==> src/sv/sstf_pkg.sv <==
// ============================================================================
// sstf_pkg: shared constants for the SSTF disk scheduler
// Default sizes, port field widths and the movement sum limit.
// ============================================================================
package sstf_pkg;

    // Default sizes of the request store and of a stored track.
    localparam int MAX_REQUESTS_DEF = 32;
    localparam int TRACK_BITS_DEF   = 12;

    // Fixed widths of the port fields.
    localparam int PORT_TRACK_W = 12;
    localparam int SUM_W        = 17;
    localparam int IN_DATA_W    = 16;
    localparam int OUT_DATA_W   = 48;

    // Total head movement saturates at the largest value the port can show.
    localparam logic [SUM_W-1:0] SUM_LIMIT = '1;

endpackage

==> src/sv/sstf_disk_scheduler.sv <==
// ============================================================================
// sstf_disk_scheduler: shortest seek time first disk request scheduler
// Collects a batch of track requests, then serves them nearest first.
// ============================================================================
//
// Channel   Dir  Handshake              Payload
// s_axis    in   s_axis_tvalid/tready   tdata: track; tlast: last request
// m_axis    out  m_axis_tvalid/tready   tdata: served track, seek, total;
//                                       tlast: final result; tuser: overflow
// cfg       in   cfg_valid/cfg_ready    cfg_data: start position
//
// Loading accepts one request per cycle. Once the last request of a batch is
// taken, each served request takes a full scan: one read per entry of the
// request RAM through the single shared seek unit, then the registered read
// is drained, the end of the scan is detected and the result is emitted.
// Input is not accepted until the whole batch has been served.
// A result that waits in the output register stalls only the next emit; the
// next scan, and the loading of a new batch, go on meanwhile.
// Reset clears all control state at once, including the served marks; the
// request RAM needs no clearing, since only entries of the batch are read.

module sstf_disk_scheduler #(
    parameter int MAX_REQUESTS = sstf_pkg::MAX_REQUESTS_DEF,
    parameter int TRACK_BITS   = sstf_pkg::TRACK_BITS_DEF
) (
    input  logic                             clk,
    input  logic                             rst_n,

    input  logic                             s_axis_tvalid,
    output logic                             s_axis_tready,
    // [11:0] track, [15:12] zero
    input  logic [sstf_pkg::IN_DATA_W-1:0]   s_axis_tdata,
    input  logic                             s_axis_tlast,

    output logic                             m_axis_tvalid,
    input  logic                             m_axis_tready,
    // [11:0] served_track, [23:12] seek_distance, [40:24] total_movement,
    // [47:41] zero
    output logic [sstf_pkg::OUT_DATA_W-1:0]  m_axis_tdata,
    output logic                             m_axis_tlast,
    // [0] overflow
    output logic                             m_axis_tuser,

    input  logic                             cfg_valid,
    output logic                             cfg_ready,
    input  logic [sstf_pkg::PORT_TRACK_W-1:0] cfg_data
);

    localparam int PW    = sstf_pkg::PORT_TRACK_W;
    localparam int SW    = sstf_pkg::SUM_W;
    localparam int IDX_W = (MAX_REQUESTS > 1) ? $clog2(MAX_REQUESTS) : 1;
    localparam int CNT_W = $clog2(MAX_REQUESTS + 1);
    // The head may sit anywhere the start position reaches, so the seek
    // arithmetic is as wide as the wider of the stored and port tracks.
    localparam int HW    = (TRACK_BITS > PW) ? TRACK_BITS : PW;

    localparam logic [1:0] ST_LOAD = 2'd0;
    localparam logic [1:0] ST_SCAN = 2'd1;
    localparam logic [1:0] ST_EMIT = 2'd2;

    // ------------------------------------------------------------------
    // Registers
    // ------------------------------------------------------------------
    logic [1:0]              state_reg, state_next;
    logic [PW-1:0]           start_reg, start_next;
    logic [CNT_W-1:0]        count_reg, count_next;
    logic [CNT_W-1:0]        served_cnt_reg, served_cnt_next;
    logic [MAX_REQUESTS-1:0] served_reg, served_next;
    logic                    dropped_reg, dropped_next;
    logic [HW-1:0]           head_reg, head_next;
    logic [SW-1:0]           sum_reg, sum_next;
    logic [CNT_W-1:0]        rd_idx_reg, rd_idx_next;
    logic                    pipe_valid_reg, pipe_valid_next;
    logic                    pipe_skip_reg, pipe_skip_next;
    logic [IDX_W-1:0]        pipe_idx_reg, pipe_idx_next;
    logic                    best_found_reg, best_found_next;
    logic [IDX_W-1:0]        best_idx_reg, best_idx_next;
    logic [HW-1:0]           best_dist_reg, best_dist_next;
    logic [HW-1:0]           best_track_reg, best_track_next;
    logic                    m_valid_reg, m_valid_next;
    logic [sstf_pkg::OUT_DATA_W-1:0] m_data_reg, m_data_next;
    logic                    m_last_reg, m_last_next;
    logic                    m_user_reg, m_user_next;

    // ------------------------------------------------------------------
    // Datapath helpers
    // ------------------------------------------------------------------
    logic                    in_fire;
    logic                    issue;
    logic                    emit_fire;
    logic                    final_hit;
    logic [CNT_W-1:0]        served_cnt_inc;
    logic [TRACK_BITS+PW-1:0] in_ext;
    logic [TRACK_BITS-1:0]   store_track;
    logic [HW+PW-1:0]        start_ext;
    logic [HW+TRACK_BITS-1:0] entry_ext;
    logic [HW-1:0]           entry_hw;
    logic [TRACK_BITS-1:0]   ram_rdata;
    logic [HW-1:0]           seek_dist;
    logic                    seek_take;
    logic [HW+PW-1:0]        track_out_ext;
    logic [HW+PW-1:0]        dist_out_ext;
    logic [HW+SW:0]          dist_sum_ext;
    logic [SW:0]             sum_wide;
    logic [SW-1:0]           sum_sat;

    assign in_fire   = s_axis_tvalid && s_axis_tready;
    assign issue     = (state_reg == ST_SCAN) && (rd_idx_reg < count_reg);
    assign emit_fire = (state_reg == ST_EMIT) && (!m_valid_reg || m_axis_tready);

    // The incoming track is cut or zero-extended to the stored width.
    assign in_ext      = {{TRACK_BITS{1'b0}}, s_axis_tdata[PW-1:0]};
    assign store_track = in_ext[TRACK_BITS-1:0];
    assign start_ext   = {{HW{1'b0}}, start_reg};
    assign entry_ext   = {{HW{1'b0}}, ram_rdata};
    assign entry_hw    = entry_ext[HW-1:0];

    assign served_cnt_inc = served_cnt_reg + CNT_W'(1);
    assign final_hit      = (served_cnt_inc == count_reg);

    assign track_out_ext = {{PW{1'b0}}, best_track_reg};
    assign dist_out_ext  = {{PW{1'b0}}, best_dist_reg};
    assign dist_sum_ext  = {{(SW + 1){1'b0}}, best_dist_reg};
    assign sum_wide      = {1'b0, sum_reg} + dist_sum_ext[SW:0];
    assign sum_sat       = (sum_wide > {1'b0, sstf_pkg::SUM_LIMIT})
                         ? sstf_pkg::SUM_LIMIT : sum_wide[SW-1:0];

    // ------------------------------------------------------------------
    // Request store
    // ------------------------------------------------------------------
    sstf_ram #(
        .WIDTH (TRACK_BITS),
        .DEPTH (MAX_REQUESTS)
    ) u_store (
        .clk   (clk),
        .we    (in_fire && (count_reg < CNT_W'(MAX_REQUESTS))),
        .waddr (count_reg[IDX_W-1:0]),
        .wdata (store_track),
        .raddr (rd_idx_reg[IDX_W-1:0]),
        .rdata (ram_rdata)
    );

    // ------------------------------------------------------------------
    // Shared seek unit: one stored entry per cycle against the best so far
    // ------------------------------------------------------------------
    sstf_seek_unit #(
        .W (HW)
    ) u_seek (
        .head       (head_reg),
        .entry      (entry_hw),
        .best_dist  (best_dist_reg),
        .best_found (best_found_reg),
        .distance   (seek_dist),
        .take       (seek_take)
    );

    // ------------------------------------------------------------------
    // Sequencer
    // ------------------------------------------------------------------
    always_comb
    begin
        state_next      = state_reg;
        start_next      = start_reg;
        count_next      = count_reg;
        served_cnt_next = served_cnt_reg;
        served_next     = served_reg;
        dropped_next    = dropped_reg;
        head_next       = head_reg;
        sum_next        = sum_reg;
        rd_idx_next     = rd_idx_reg;
        pipe_valid_next = issue;
        pipe_skip_next  = 1'b0;
        pipe_idx_next   = rd_idx_reg[IDX_W-1:0];
        best_found_next = best_found_reg;
        best_idx_next   = best_idx_reg;
        best_dist_next  = best_dist_reg;
        best_track_next = best_track_reg;
        m_valid_next    = m_valid_reg && !m_axis_tready;
        m_data_next     = m_data_reg;
        m_last_next     = m_last_reg;
        m_user_next     = m_user_reg;

        if (cfg_valid)
        begin
            start_next = cfg_data;
        end

        if (issue)
        begin
            pipe_skip_next = served_reg[rd_idx_reg[IDX_W-1:0]];
            rd_idx_next    = rd_idx_reg + CNT_W'(1);
        end

        // Compare stage: the RAM data for pipe_idx_reg is here now.
        if (pipe_valid_reg && !pipe_skip_reg && seek_take)
        begin
            best_found_next = 1'b1;
            best_idx_next   = pipe_idx_reg;
            best_dist_next  = seek_dist;
            best_track_next = entry_hw;
        end

        unique case (state_reg)
            ST_LOAD:
            begin
                if (in_fire)
                begin
                    if (count_reg < CNT_W'(MAX_REQUESTS))
                    begin
                        count_next = count_reg + CNT_W'(1);
                    end
                    else
                    begin
                        dropped_next = 1'b1;
                    end
                    if (s_axis_tlast)
                    begin
                        // The head starts each batch from the register.
                        head_next       = start_ext[HW-1:0];
                        rd_idx_next     = '0;
                        best_found_next = 1'b0;
                        served_cnt_next = '0;
                        state_next      = ST_SCAN;
                    end
                end
            end
            ST_SCAN:
            begin
                if (!issue && !pipe_valid_reg)
                begin
                    state_next = ST_EMIT;
                end
            end
            ST_EMIT:
            begin
                if (emit_fire)
                begin
                    m_valid_next = 1'b1;
                    m_data_next  = {{(sstf_pkg::OUT_DATA_W - SW - 2 * PW){1'b0}},
                                    sum_sat,
                                    dist_out_ext[PW-1:0],
                                    track_out_ext[PW-1:0]};
                    m_last_next  = final_hit;
                    m_user_next  = dropped_reg;
                    if (final_hit)
                    begin
                        // End of the batch: back to an empty store.
                        served_next     = '0;
                        count_next      = '0;
                        served_cnt_next = '0;
                        sum_next        = '0;
                        dropped_next    = 1'b0;
                        head_next       = start_ext[HW-1:0];
                        state_next      = ST_LOAD;
                    end
                    else
                    begin
                        served_next[best_idx_reg] = 1'b1;
                        served_cnt_next = served_cnt_inc;
                        sum_next        = sum_sat;
                        head_next       = best_track_reg;
                        rd_idx_next     = '0;
                        best_found_next = 1'b0;
                        state_next      = ST_SCAN;
                    end
                end
            end
            default:
            begin
                state_next = ST_LOAD;
            end
        endcase
    end

    always_ff @(posedge clk or negedge rst_n)
    begin
        if (!rst_n)
        begin
            state_reg      <= ST_LOAD;
            start_reg      <= '0;
            count_reg      <= '0;
            served_cnt_reg <= '0;
            served_reg     <= '0;
            dropped_reg    <= 1'b0;
            head_reg       <= '0;
            sum_reg        <= '0;
            rd_idx_reg     <= '0;
            pipe_valid_reg <= 1'b0;
            best_found_reg <= 1'b0;
            m_valid_reg    <= 1'b0;
        end
        else
        begin
            state_reg      <= state_next;
            start_reg      <= start_next;
            count_reg      <= count_next;
            served_cnt_reg <= served_cnt_next;
            served_reg     <= served_next;
            dropped_reg    <= dropped_next;
            head_reg       <= head_next;
            sum_reg        <= sum_next;
            rd_idx_reg     <= rd_idx_next;
            pipe_valid_reg <= pipe_valid_next;
            best_found_reg <= best_found_next;
            m_valid_reg    <= m_valid_next;
        end
    end

    // Payload registers carry no reset.
    always_ff @(posedge clk)
    begin
        pipe_skip_reg  <= pipe_skip_next;
        pipe_idx_reg   <= pipe_idx_next;
        best_idx_reg   <= best_idx_next;
        best_dist_reg  <= best_dist_next;
        best_track_reg <= best_track_next;
        m_data_reg     <= m_data_next;
        m_last_reg     <= m_last_next;
        m_user_reg     <= m_user_next;
    end

    // ------------------------------------------------------------------
    // Ports
    // ------------------------------------------------------------------
    assign s_axis_tready = (state_reg == ST_LOAD);
    assign cfg_ready     = 1'b1;
    assign m_axis_tvalid = m_valid_reg;
    assign m_axis_tdata  = m_data_reg;
    assign m_axis_tlast  = m_last_reg;
    assign m_axis_tuser  = m_user_reg;

    // ------------------------------------------------------------------
    // Assertions
    // ------------------------------------------------------------------

    // A batch being scheduled always holds at least one request.
    a_batch_not_empty: assert property (@(posedge clk) disable iff (!rst_n)
        (state_reg != ST_LOAD) |-> (count_reg != '0))
        else $error("scheduling with an empty request store");

    // Every emitted request was found by the scan and not served before.
    a_emit_unserved: assert property (@(posedge clk) disable iff (!rst_n)
        emit_fire |-> (best_found_reg && !served_reg[best_idx_reg]))
        else $error("emitted request was not a fresh scan winner");

    // The final result of a batch leaves an empty store behind.
    a_final_clears: assert property (@(posedge clk) disable iff (!rst_n)
        (emit_fire && final_hit) |=>
            (state_reg == ST_LOAD) && (count_reg == '0) && (served_reg == '0))
        else $error("batch state not cleared after the final result");

    // The number of served requests never reaches the batch size mid-batch.
    a_served_bound: assert property (@(posedge clk) disable iff (!rst_n)
        (state_reg != ST_LOAD) |-> (served_cnt_reg < count_reg))
        else $error("served count ran past the request count");

endmodule

==> src/sv/sstf_ram.sv <==
// ============================================================================
// sstf_ram: generic single write port, single read port RAM
// One write and one read per cycle; the read data is registered.
// ============================================================================
module sstf_ram #(
    parameter int WIDTH = 12,
    parameter int DEPTH = 32,
    localparam int ADDR_W = (DEPTH > 1) ? $clog2(DEPTH) : 1
) (
    input  logic              clk,
    input  logic              we,
    input  logic [ADDR_W-1:0] waddr,
    input  logic [WIDTH-1:0]  wdata,
    input  logic [ADDR_W-1:0] raddr,
    output logic [WIDTH-1:0]  rdata
);

    logic [WIDTH-1:0] mem [DEPTH];

    always_ff @(posedge clk)
    begin
        if (we)
        begin
            mem[waddr] <= wdata;
        end
        rdata <= mem[raddr];
    end

endmodule

==> src/sv/sstf_seek_unit.sv <==
// ============================================================================
// sstf_seek_unit: shared distance and compare unit
// Forms the absolute distance from the head to one stored track and decides
// whether it beats the best candidate found so far in the current scan.
// ============================================================================
module sstf_seek_unit #(
    parameter int W = 12
) (
    input  logic [W-1:0] head,
    input  logic [W-1:0] entry,
    input  logic [W-1:0] best_dist,
    input  logic         best_found,
    output logic [W-1:0] distance,
    output logic         take
);

    always_comb
    begin
        distance = (head > entry) ? (head - entry) : (entry - head);
        // Strictly smaller only, so the earliest entry keeps a tie.
        take = !best_found || (distance < best_dist);
    end

endmodule

==> config.mk <==
export PLATFORM = sky130hd
export DESIGN_NAME = sstf_disk_scheduler
export DESIGN_NICKNAME = d
export VERILOG_FILES = /design/src/sv/sstf_pkg.sv /design/src/sv/sstf_disk_scheduler.sv /design/src/sv/sstf_ram.sv /design/src/sv/sstf_seek_unit.sv
export SDC_FILE = /design/constraint.sdc
export NUM_CORES = 1
export LEC_CHECK = 0
export BUFFER_PORTS_ARGS = -buffer_cell sky130_fd_sc_hd__buf_2
export CORE_MARGIN = 4
export CORE_UTILIZATION = 62
export DETAILED_ROUTE_END_ITERATION = 7
export PLACE_DENSITY_LB_ADDON = 0.15
export SLEW_MARGIN = 20
export SYNTH_ARGS = -nofsm -noshare
export SYNTH_HDL_FRONTEND = slang
export SYNTH_HIERARCHICAL = 1
export SYNTH_SLANG_ARGS = --single-unit
==> constraint.sdc <==
create_clock -name clk -period 6.2 [get_ports clk]
set_clock_uncertainty 0.2 [all_clocks]
set_input_delay 0.31 -clock clk [delete_from_list [all_inputs] [get_ports clk]]
set_output_delay 0.31 -clock clk [all_outputs]
set_load 0.005 [all_outputs]
==> flow_summary.ini <==
[synth]
syn_area_sq_mm = 0.0246
yosys_register_bits = 571
synth-simple-area-share = 0.0644
synth_fa_ha_area_frac = 0.0300
synth_top_family_by_area = multiplexers
synthMuxAreaShare = 0.0966
synth-compound-area-share = 0.0894
yosys.area.top_type = edfxtp_1
seq_area_frac_synth = 0.671
synth_xor_area_frac = 0.0128
synth.area.top_cells = edfxtp_1 (56%), dfrtp_1 (9.9%), mux2i_1 (8.2%)
synth.distinct_cells = 75
ys_warn_count = 6
async_flop_share = 0.170
ys.flop_type = edfxtp_1
syn_avg_cell_area_sq_um = 14.7
synth_top_area_share = 0.558
syn_inst = 1675
synth-edff-count = 456

[timing]
slew_violations = 0
fin_crit_sh = 0.838
worst_slew_pin_slew_ps = 1160
fmax_ghz = 0.193
min_period_ps = 5190
final.setup.tns_ps = 0
finalHoldViolCount = 0
slew_headroom = 0.224
rsz0062_at_grt = no
setup_viol = 0

[global_routing]
grt_util_all_layers = 0.244
grt.overflow.total = 0
grt_pass1_wl_microns = 81900
grt_util_met1 = 0.306
gr-usage-met3 = 0.0461
antenna_found_initial = 1
grt_busiest_layer = met2
grt_start_max_net_pins = 105
grt_pass1_vias = 14300
grtUsageMet2 = 0.426

[floorplanning]
coreArea_sq_mm = 0.0389
ios = 87
die-area_sq_mm = 0.0429
initial_core_util = 0.631
die_height_microns = 207
dieWidth_microns = 207
rows = 72

[clock_network]
clk_path_buf_depth = 3
cts_tree = yes
cts.sinks = 571
cts_max_level = 2
cts_resized = 0
insertion_delay_ps = 630
cts_buffers = 57
post_cts_buffers = 0
clk_pin_slew_ps = 60
cts-root-buf = clkbuf_16
ctsHoldBuffers = 35

[detailed_routing]
wl_per_cell_microns = 22.7
wl_microns = 53400
vias = 14400
drtIter0Drc = 1295
ant_nets = 0
viasPerCell = 6.10
dr.pass1.iters = 5
drc_errors = 0

[min_path]
hold_path.class = input port to register
min_from = s_axis_tdata[10]

[setup_path]
crit_chain = inv_1, ha_1, inv_1, fa_1, a31oi_1, o221a_1, o31ai_4, a211oi_1, a31oi_1, xor2_1, ha_1, a21o_1, a21o_1, a21oi_1, o21ai_0, o21ai_0, nand2_1, nor2_2, buf_12
worstPathMaxFanout = 24
startpoint = head_reg[0]
crit_required_ps = 6310
start_kind = register
cp.arrival_ps = 5300
endpoint_kind = register
cp_slowest_cell = o31ai_4
timing.rr.start = head_reg[0]
slowest_delay_ps = 760
critPathKind = register to register
rrSetupSlack_ps = 1010

[placement]
place_area_sq_mm = 0.0252
dpl.hpwl_microns = 31800
place_congestion = 0.877
io_buffers = 74

[power]
p_leak_nw = 10.2
power.density_mw_per_mm2 = 472
vdd_drop_max_uv = 314

[layout]
syn_to_final_growth_pct = 12.2
drive_above_1_share = 0.142
fin_nets = 1876
largest_reg_flops = 384
final_area_sq_mm = 0.0276

[flow_run]
maxCapViolCount = 0

[outcome]
status = finished clean
[power breakdown]
| group | switching [W] | internal [W] |
|---|---|---|
| registers | 0.000419 | 0.00477 |
| logic | 0.00253 | 0.00174 |
| clock network | 0.00145 | 0.00211 |
| total | 0.00440 | 0.00861 |
[placed cells by master, fill, tap and decap left out, drive strengths merged, types with 9 or more instances in the layout]
| cell | count |
|---|---|
| edfxtp | 456 |
| mux2i | 200 |
| clkinv | 23 |
| nand3 | 43 |
| nand3b | 9 |
| dfxtp | 18 |
| ha | 54 |
| o21ai | 30 |
| mux2 | 13 |
| dlygate4sd3 | 34 |
| inv | 54 |
| a22oi | 48 |
| nor3 | 23 |
| a22o | 36 |
| buf | 99 |
| a211oi | 10 |
| nor2 | 94 |
| o22ai | 14 |
| xnor2 | 17 |
| nand4 | 23 |
| a31oi | 20 |
| o221ai | 13 |
| a21oi | 113 |
| clkbuf | 74 |
| dfrtp | 97 |
| nor2b | 9 |
| a21o | 16 |
| mux4 | 10 |
| nand2 | 77 |
| xor2 | 18 |
[area by class of cell]
class,count,area [sq um]
antenna,1,2.50
clock buffer,74,1550
inverter,52,195
multi-input combinational,970,7300
sequential,571,16500
clock inverter,34,423
tap,518,648
timing repair buffer,133,951
fill,2616,11400
[cells in the mapped netlist, types with 7 or more instances]
| cell type | number |
|---|---|
| a211oi_1 | 9 |
| a21o_1 | 16 |
| a21oi_1 | 109 |
| a22o_1 | 36 |
| a22oi_1 | 48 |
| a31oi_1 | 20 |
| and3_1 | 8 |
| buf_12 | 8 |
| buf_2 | 28 |
| buf_4 | 25 |
| buf_6 | 8 |
| clkbuf_1 | 15 |
| dfrtp_1 | 97 |
| dfxtp_1 | 18 |
| edfxtp_1 | 456 |
| ha_1 | 54 |
| inv_1 | 52 |
| mux2_2 | 13 |
| mux2i_1 | 200 |
| mux4_2 | 10 |
| nand2_1 | 75 |
| nand2b_1 | 7 |
| nand3_1 | 41 |
| nand3b_1 | 9 |
| nand4_1 | 22 |
| nor2_1 | 93 |
| nor2b_1 | 9 |
| nor3_1 | 22 |
| o21ai_0 | 24 |
| o221ai_1 | 13 |
| o22ai_1 | 14 |
| xnor2_1 | 17 |
| xor2_1 | 17 |
[cell families (layout without fill, tap and decap cells)]
logic type	count (synthesis)	count (layout)
xor gates and xnor gates	35	35
other	2	9
DFF	571	571
and+or+nand+nor	320	320
adders and majority gates	57	57
buffers and inverters	140	293
AOI/OAI and AO/OA	327	327
muxes	223	223
[critical path, delay by kind of cell, from the launching register on]
| family | cells | cell delay (ps) |
|---|---|---|
| AOI/OAI and AO/OA | 10 | 2410 |
| adders and majority gates | 3 | 750 |
| and+or+nand+nor | 2 | 480 |
| buffers and inverters | 3 | 410 |
| DFF | 1 | 370 |
| xor gates and xnor gates | 1 | 240 |
[final timing paths]
path / to / depth (start not counted)
max: best_track_reg[6] / 19
min: u_store/mem[15][10] / 1
max reg2reg: best_track_reg[6] / 19
min reg2reg: best_idx_reg[2] / 0
max in group asynchronous: rd_idx_reg[0] / 4
min in group asynchronous: sum_reg[11] / 4
[routing by layer]
layer	up-vias	wire length, microns
met1	7176	20800
met2	456	27500
met4	0	2050
met5	-	0
li1	6608	-
met3	120	3010
[metrics by stage]
step                      instances  hold slack [ps]  setup slack [ps]  power (W)   util
after floorplan                1681             -186              1190    0.00838      -
after global placement         2209             64.5              1190    0.00929  0.647
after detailed placement       2209             66.5              1120    0.00945  0.647
after CTS                      2352           0.0150              1050     0.0131  0.707
after global routing           2352             26.5               764     0.0137  0.708
final                          2353             31.4              1010     0.0130  0.708
(Power assumes the default switching activity.)
